==> src/ubx_pkg.sv <==
// Shared types and constants for the binary GPS frame parser.
// Used by ubx_core, ubx_out_reg and ubx_frame_parser_top; no dependencies.
package ubx_pkg;

  localparam logic [7:0]  SYNC_ONE      = 8'hB5;
  localparam logic [7:0]  SYNC_TWO      = 8'h62;
  localparam logic [7:0]  VER_CLASS     = 8'h0A;
  localparam logic [7:0]  VER_ID        = 8'h04;
  localparam logic [15:0] MAX_LEN_RESET = 16'd220;

  // Frame position; codes above PH_CK_B are never entered
  typedef enum logic [3:0] {
    PH_SYNC1   = 4'd0,
    PH_SYNC2   = 4'd1,
    PH_CLASS   = 4'd2,
    PH_ID      = 4'd3,
    PH_LEN_LO  = 4'd4,
    PH_LEN_HI  = 4'd5,
    PH_PAYLOAD = 4'd6,
    PH_CK_A    = 4'd7,
    PH_CK_B    = 4'd8
  } phase_e;

  // One completed frame summary
  typedef struct packed {
    logic [7:0]  msg_class;
    logic [7:0]  msg_id;
    logic [15:0] payload_len;
    logic        checksum_ok;
    logic        is_version_reply;
  } result_t;

endpackage

==> src/ubx_core.sv <==
// Frame tracker: phase register, header fields, running Fletcher sums.
// Depends on ubx_pkg for phase codes, constants and the result struct.
module ubx_core (
  input  logic              clk_i,
  input  logic              rst_ni,
  input  logic              accept_i,
  input  logic [7:0]        rx_byte_i,
  input  logic              cfg_we_i,
  input  logic [15:0]       cfg_wdata_i,
  output logic              emit_o,
  output ubx_pkg::result_t  result_o
);

  ubx_pkg::phase_e phase_q, phase_d;
  logic [7:0]  class_q, class_d;
  logic [7:0]  id_q, id_d;
  logic [15:0] len_q, len_d;
  logic [15:0] count_q, count_d;
  logic [7:0]  sum_a_q, sum_a_d;
  logic [7:0]  sum_b_q, sum_b_d;
  logic [7:0]  ck_a_q, ck_a_d;
  logic [15:0] max_len_q;

  logic [7:0]  base_a, base_b, add_a, add_b;
  logic [15:0] len_full;
  logic [15:0] count_inc;

  // Running sums restart at the class byte
  assign base_a    = (phase_q == ubx_pkg::PH_CLASS) ? 8'h00 : sum_a_q;
  assign base_b    = (phase_q == ubx_pkg::PH_CLASS) ? 8'h00 : sum_b_q;
  assign add_a     = base_a + rx_byte_i;
  assign add_b     = base_b + add_a;
  assign len_full  = {rx_byte_i, len_q[7:0]};
  assign count_inc = count_q + 16'd1;

  // Next phase
  always_comb begin
    phase_d = phase_q;
    unique case (phase_q)
      ubx_pkg::PH_SYNC2: begin
        phase_d = (rx_byte_i == ubx_pkg::SYNC_TWO) ? ubx_pkg::PH_CLASS : ubx_pkg::PH_SYNC1;
      end
      ubx_pkg::PH_CLASS:  phase_d = ubx_pkg::PH_ID;
      ubx_pkg::PH_ID:     phase_d = ubx_pkg::PH_LEN_LO;
      ubx_pkg::PH_LEN_LO: phase_d = ubx_pkg::PH_LEN_HI;
      ubx_pkg::PH_LEN_HI: begin
        if (len_full == 16'd0) begin
          phase_d = ubx_pkg::PH_CK_A;
        end else if (len_full > max_len_q) begin
          phase_d = ubx_pkg::PH_SYNC1;
        end else begin
          phase_d = ubx_pkg::PH_PAYLOAD;
        end
      end
      ubx_pkg::PH_PAYLOAD: begin
        if (count_inc >= len_q) phase_d = ubx_pkg::PH_CK_A;
      end
      ubx_pkg::PH_CK_A: phase_d = ubx_pkg::PH_CK_B;
      ubx_pkg::PH_CK_B: phase_d = ubx_pkg::PH_SYNC1;
      default: begin
        phase_d = (rx_byte_i == ubx_pkg::SYNC_ONE) ? ubx_pkg::PH_SYNC2 : ubx_pkg::PH_SYNC1;
      end
    endcase
  end

  // Header fields, counter and sums
  always_comb begin
    class_d = class_q;
    id_d    = id_q;
    len_d   = len_q;
    count_d = count_q;
    sum_a_d = sum_a_q;
    sum_b_d = sum_b_q;
    ck_a_d  = ck_a_q;
    unique case (phase_q)
      ubx_pkg::PH_CLASS: begin
        class_d = rx_byte_i;
        sum_a_d = add_a;
        sum_b_d = add_b;
      end
      ubx_pkg::PH_ID: begin
        id_d    = rx_byte_i;
        sum_a_d = add_a;
        sum_b_d = add_b;
      end
      ubx_pkg::PH_LEN_LO: begin
        len_d   = {8'h00, rx_byte_i};
        sum_a_d = add_a;
        sum_b_d = add_b;
      end
      ubx_pkg::PH_LEN_HI: begin
        len_d   = len_full;
        count_d = 16'd0;
        sum_a_d = add_a;
        sum_b_d = add_b;
      end
      ubx_pkg::PH_PAYLOAD: begin
        count_d = count_inc;
        sum_a_d = add_a;
        sum_b_d = add_b;
      end
      ubx_pkg::PH_CK_A: ck_a_d = rx_byte_i;
      default: ;
    endcase
  end

  // Result of the word in hand, valid when the phase is the second checksum
  always_comb begin
    emit_o                    = (phase_q == ubx_pkg::PH_CK_B);
    result_o.msg_class        = class_q;
    result_o.msg_id           = id_q;
    result_o.payload_len      = len_q;
    result_o.checksum_ok      = (sum_a_q == ck_a_q) && (sum_b_q == rx_byte_i);
    result_o.is_version_reply = (class_q == ubx_pkg::VER_CLASS) &&
                                (id_q == ubx_pkg::VER_ID);
  end

  // Advance state on each accepted word
  always_ff @(posedge clk_i or negedge rst_ni) begin
    if (!rst_ni) begin
      phase_q <= ubx_pkg::PH_SYNC1;
      class_q <= 8'h00;
      id_q    <= 8'h00;
      len_q   <= 16'd0;
      count_q <= 16'd0;
      sum_a_q <= 8'h00;
      sum_b_q <= 8'h00;
      ck_a_q  <= 8'h00;
    end else if (accept_i) begin
      phase_q <= phase_d;
      class_q <= class_d;
      id_q    <= id_d;
      len_q   <= len_d;
      count_q <= count_d;
      sum_a_q <= sum_a_d;
      sum_b_q <= sum_b_d;
      ck_a_q  <= ck_a_d;
    end
  end

  // Length limit register
  always_ff @(posedge clk_i or negedge rst_ni) begin
    if (!rst_ni) begin
      max_len_q <= ubx_pkg::MAX_LEN_RESET;
    end else if (cfg_we_i) begin
      max_len_q <= cfg_wdata_i;
    end
  end

  // A frame in payload never counts past its length
  assert property (@(posedge clk_i) disable iff (!rst_ni)
    (phase_q == ubx_pkg::PH_PAYLOAD) |-> (count_q < len_q))
    else $error("payload count reached length while still in payload");

  // Oversized length drops the frame
  assert property (@(posedge clk_i) disable iff (!rst_ni)
    (accept_i && phase_q == ubx_pkg::PH_LEN_HI && len_full > max_len_q)
      |=> (phase_q == ubx_pkg::PH_SYNC1))
    else $error("oversized frame not dropped");

  // Every result returns the parser to hunting
  assert property (@(posedge clk_i) disable iff (!rst_ni)
    (accept_i && emit_o) |=> (phase_q == ubx_pkg::PH_SYNC1))
    else $error("parser did not resync after a result");

  // Payload is only entered with a non-zero length
  assert property (@(posedge clk_i) disable iff (!rst_ni)
    (phase_q == ubx_pkg::PH_PAYLOAD) |-> (len_q != 16'd0))
    else $error("payload phase with zero length");

endmodule

==> src/ubx_out_reg.sv <==
// Result register between the parser and the downstream receiver.
// Depends on ubx_pkg for the result struct.
module ubx_out_reg (
  input  logic              clk_i,
  input  logic              rst_ni,
  input  logic              load_i,
  input  ubx_pkg::result_t  data_i,
  input  logic              ready_i,
  output logic              valid_o,
  output ubx_pkg::result_t  data_o
);

  logic             valid_q, valid_d;
  ubx_pkg::result_t data_q;

  // Fill on load, drain on take
  always_comb begin
    valid_d = valid_q;
    if (load_i) begin
      valid_d = 1'b1;
    end else if (ready_i) begin
      valid_d = 1'b0;
    end
  end

  always_ff @(posedge clk_i or negedge rst_ni) begin
    if (!rst_ni) begin
      valid_q <= 1'b0;
    end else begin
      valid_q <= valid_d;
    end
  end

  // Hold the payload until a new result loads
  always_ff @(posedge clk_i) begin
    if (load_i) data_q <= data_i;
  end

  assign valid_o = valid_q;
  assign data_o  = data_q;

  // Never overwrite a result that has not been taken
  assert property (@(posedge clk_i) disable iff (!rst_ni)
    load_i |-> (!valid_q || ready_i))
    else $error("result overwritten before it was taken");

  // A waiting result keeps its contents
  assert property (@(posedge clk_i) disable iff (!rst_ni)
    (valid_q && !ready_i) |=> (valid_q && $stable(data_q)))
    else $error("stalled result changed");

  // A load always shows up as a valid result
  assert property (@(posedge clk_i) disable iff (!rst_ni)
    load_i |=> valid_q)
    else $error("loaded result not presented");

endmodule

==> src/ubx_frame_parser_top.sv <==
// Binary GPS frame parser, top level.
// Depends on ubx_pkg, ubx_core and ubx_out_reg.
//
// Usage:
//   Input channel: one received byte per word on rx_byte_i, with in_valid_i /
//   in_ready_o. Output channel: one frame summary per word (class, id,
//   payload length, checksum status, version-reply flag) with out_valid_o /
//   out_ready_i. The limit on payload length is written via cfg_we_i and
//   cfg_wdata_i and takes effect at the next length high byte.
//   Throughput: one byte per cycle while in_ready_o is high, set by the
//   update of the phase register and the running sums.
//   Result: the summary appears from the result register in the cycle after
//   the second checksum byte is accepted.
//   Reset: the parser hunts for the first sync byte, the result register is
//   empty and the length limit is 220.
//   Stall: bytes keep flowing while a result waits; only the second
//   checksum byte of the next frame is held off (in_ready_o low) while the
//   previous result is still untaken.
module ubx_frame_parser_top (
  input  logic        clk_i,
  input  logic        rst_ni,
  input  logic        in_valid_i,
  output logic        in_ready_o,
  input  logic [7:0]  rx_byte_i,
  output logic        out_valid_o,
  input  logic        out_ready_i,
  output logic [7:0]  msg_class_o,
  output logic [7:0]  msg_id_o,
  output logic [15:0] payload_len_o,
  output logic        checksum_ok_o,
  output logic        is_version_reply_o,
  input  logic        cfg_we_i,
  input  logic [15:0] cfg_wdata_i
);

  logic             accept;
  logic             emit;
  ubx_pkg::result_t result;
  ubx_pkg::result_t out_data;

  // Hold back only a word that would produce a result with no room for it
  assign in_ready_o = !(emit && out_valid_o && !out_ready_i);
  assign accept     = in_valid_i && in_ready_o;

  ubx_core u_core (
    .clk_i       (clk_i),
    .rst_ni      (rst_ni),
    .accept_i    (accept),
    .rx_byte_i   (rx_byte_i),
    .cfg_we_i    (cfg_we_i),
    .cfg_wdata_i (cfg_wdata_i),
    .emit_o      (emit),
    .result_o    (result)
  );

  ubx_out_reg u_out_reg (
    .clk_i   (clk_i),
    .rst_ni  (rst_ni),
    .load_i  (accept && emit),
    .data_i  (result),
    .ready_i (out_ready_i),
    .valid_o (out_valid_o),
    .data_o  (out_data)
  );

  assign msg_class_o        = out_data.msg_class;
  assign msg_id_o           = out_data.msg_id;
  assign payload_len_o      = out_data.payload_len;
  assign checksum_ok_o      = out_data.checksum_ok;
  assign is_version_reply_o = out_data.is_version_reply;

endmodule
==> config.mk <==
export PLATFORM = sky130hd
export DESIGN_NAME = ubx_frame_parser_top
export DESIGN_NICKNAME = d
export VERILOG_FILES = /design/src/ubx_pkg.sv /design/src/ubx_core.sv /design/src/ubx_out_reg.sv /design/src/ubx_frame_parser_top.sv
export SDC_FILE = /design/constraint.sdc
export NUM_CORES = 1
export LEC_CHECK = 0
export ABC_CLOCK_PERIOD_IN_PS = 5380
export BUFFER_PORTS_ARGS = -buffer_cell sky130_fd_sc_hd__buf_2
export CAP_MARGIN = 40
export CORE_MARGIN = 2
export CORE_UTILIZATION = 55
export DETAILED_ROUTE_END_ITERATION = 12
export GPL_ROUTABILITY_DRIVEN = 0
export GPL_TIMING_DRIVEN = 0
export PLACE_DENSITY = 0.75
export SETUP_SLACK_MARGIN = 0.5
export SYNTH_ARGS = -nofsm -noshare
export SYNTH_HDL_FRONTEND = slang
export SYNTH_HIERARCHICAL = 1
export SYNTH_SLANG_ARGS = --single-unit
==> constraint.sdc <==
create_clock -name clk_i -period 5.38 [get_ports clk_i]
set_input_delay 0.269 -clock clk_i [delete_from_list [all_inputs] [get_ports clk_i]]
set_output_delay 0.269 -clock clk_i [all_outputs]
set_load 0.01 [all_outputs]
==> flow_summary.toml <==
[layout]
syn_to_final_growth_pct = 17.8
fill_cells = 946
mostFrequentLayoutCell = "nand2_1"
diodes = 0
nNetsFinal = 814
drive_above_1_share = 0.206
final_util = 0.667
final_cell_mix = "nand2_1 (107), dfrtp_1 (88), buf_2 (63)"

[floorplan]
start_util = 0.566
dieArea_um2 = 13300
fp.dieW_um = 115
io_pins = 65
fp-row-count = 40
die_h_um = 115
coreArea_um2 = 12100

[drt]
dr.pass1.iters = 5
final_antenna_net_count = 0
drtIter0Drc = 361
routed_wl_mm = 14.7
drc = 0
avgViaCountPerCell = 5.59
via_count = 5128
wl_per_cell_um = 16.0

[clock_tree]
cts.sinks = 127
cts_buffer_depth = 2
cts_tree = "built"
root_buffer = "clkbuf_16"
post_cts_buffers = 0
htreeDepth = 4
clk_pin_slew_ps = 60
cts_resized = 0
clock_latency_ps = 430
holdBufCountCts = 1
cts-buffers-inserted = 17

[synthesis]
ys_seq_elements = 127
yosysSeqAreaShare = 0.491
ys_async_sr_fraction = 0.732
post_synth.cell_area_avg_um2 = 10.5
synth_ff_type = "dfrtp_1"
synth_cell_type_count = 60
synth_top_area_frac = 0.322
yosysWarningCount = 6
synth_area_um2 = 6830
syn_inst = 650
synth_fp_nets = 728
synth_area_leader_cell = "dfrtp_1"
synth_area_leaders = "dfrtp_1 (32%), edfxtp_1 (15%), ha_1 (8.6%)"
synth-edff-count = 34

[sta]
grt_setup_unrepaired = "no"
fin_skew_ps = 7.96
hold_viol_final = 0
setup_viol = 0
period_share = 0.817
fin_tns_setup_ps = 0
slew_headroom = 0.582
fmax_mhz = 228
drv_slew = 0
min_period_ps = 4390
worst_slew_pin_slew_ps = 628

[setup_path]
r2r_end = "u_core/sum_b_q[7]"
reg2reg_depth = 17
arrival_ps = 4700
critPathMaxFanout = 10
crit_required_ps = 5690
rrSetupSlack_ps = 990
crit_start = "u_core/phase_q[3]"
crit_path_start_kind = "flip-flop"
path_class = "flip-flop to flip-flop"
setup.worst_path.end = "u_core/sum_b_q[7]"
crit_path_end_kind = "flip-flop"
r2r-start = "u_core/phase_q[3]"

[global_route]
grt_pass1_vias = 5134
grt_pass1_wl_mm = 24.5
grt.overflow.total = 0
antenna_found_initial = 0
grt_max_degree = 48
grt_use_total = 0.238

[job]
maxCapViolations = 0

[pwr]
p_leak_nw = 3.72
powerDensity_nw_per_um2 = 527
ir_drop_uv = 247

[placed_design]
detailed_place_hpwl_mm = 10.6
port_buffers = 64

[run_status]
status = "finished clean"

[hold_path]
holdCritPathClass = "primary input to flip-flop"
## how the worst min path moves through the flow
stage / startpoint / cells after the start / to
after floorplan: rst_ni / 0 / u_core/ck_a_q[0]
after global placement: u_core/class_q[3] / 0 / u_out_reg/data_o[29]
after detailed placement: rst_ni / 1 / u_core/sum_b_q[5]
after CTS: cfg_wdata_i[15] / 3 / u_core/max_len_q[15]
after global routing: cfg_wdata_i[15] / 3 / u_core/max_len_q[15]
final: cfg_wdata_i[15] / 3 / u_core/max_len_q[15]
## cell families (layout without fill, tap and decap cells)
group / count (synthesis) / after routing / share of synthesized area
DFF: 127 / 127 / 0.491
muxes: 25 / 25 / 0.0412
and+or+nand+nor: 205 / 205 / 0.149
xor gates and xnor gates: 43 / 43 / 0.0562
buffers and inverters: 66 / 165 / 0.0487
adders and majority gates: 49 / 49 / 0.0919
AOI/OAI and AO/OA: 135 / 135 / 0.122
## per-layer routing
| metal | global-route usage | share of wire |
|---|---|---|
| met1 | 0.308 | 0.45 |
| met2 | 0.390 | 0.49 |
| met3 | 0.0497 | 0.050 |
| met4 | 0.103 | 0.018 |
| met5 | 0 | 0 |
## final cells by class
class / count / area (µm²) / area share
buffer: 25 / 179 / 0.0222
multi-input combinational: 457 / 3160 / 0.392
timing repair buffer: 67 / 380 / 0.0473
inverter: 41 / 154 / 0.0191
tap: 168 / 210 / 0.0261
clock buffer: 17 / 425 / 0.0529
clock inverter: 15 / 186 / 0.0232
sequential: 127 / 3350 / 0.417
## flip-flops by register name, summed over array words and instances (netlist names)
register and flops:
u_core/sum_a_q 8, u_core/count_q 16, u_out_reg/valid_o 1, u_core/phase_q 4
u_core/class_q 8, u_core/max_len_q 16, u_core/ck_a_q 8, u_core/len_q 16
u_core/id_q 8, u_core/sum_b_q 8, u_out_reg/data_o 34
## critical path: stages (launching register included)
cell and delay (ps):
dfrtp_1 370, buf_6 140, nor4b_4 580, clkbuf_1 450
nor2b_1 100, ha_1 220, fa_1 400, a21o_1 190
a21oi_1 220, o21bai_1 90, a21oi_1 180, xnor2_1 120
ha_1 230, or3_1 310, o211ai_1 140, xor2_1 230
o21ai_1 90, a22o_1 200
## stage by stage
step                hold slack [ps]  worst slack, ps  instance area [µm²]  std cells  total power, mW
floorplan                     -26.6             1620                 6830        650             2.66
global placement                452             1100                 7360        882             2.96
detailed placement              323              991                 7420        884             3.04
CTS                            38.1              986                 8050        917             4.24
global route                   49.6              715                 8050        917             4.51
finish                         43.7              985                 8050        917             4.24
## power by group
part           switching [mW]  internal [mW]  leakage, nW
registers               0.210           1.26         1.49
clock network           0.444          0.734        0.288
logic                   0.853          0.736         1.95
## cell usage after synthesis, types with 15 or more instances
master / number
xnor2_1: 28
o21ai_0: 62
nor2_1: 24
mux2_2: 25
inv_1: 41
nand2_1: 107
a21oi_1: 20
ha_1: 47
nor2b_1: 15
edfxtp_1: 34
dfrtp_1: 88
No activity file was read; power rests on OpenSTA's default activity.
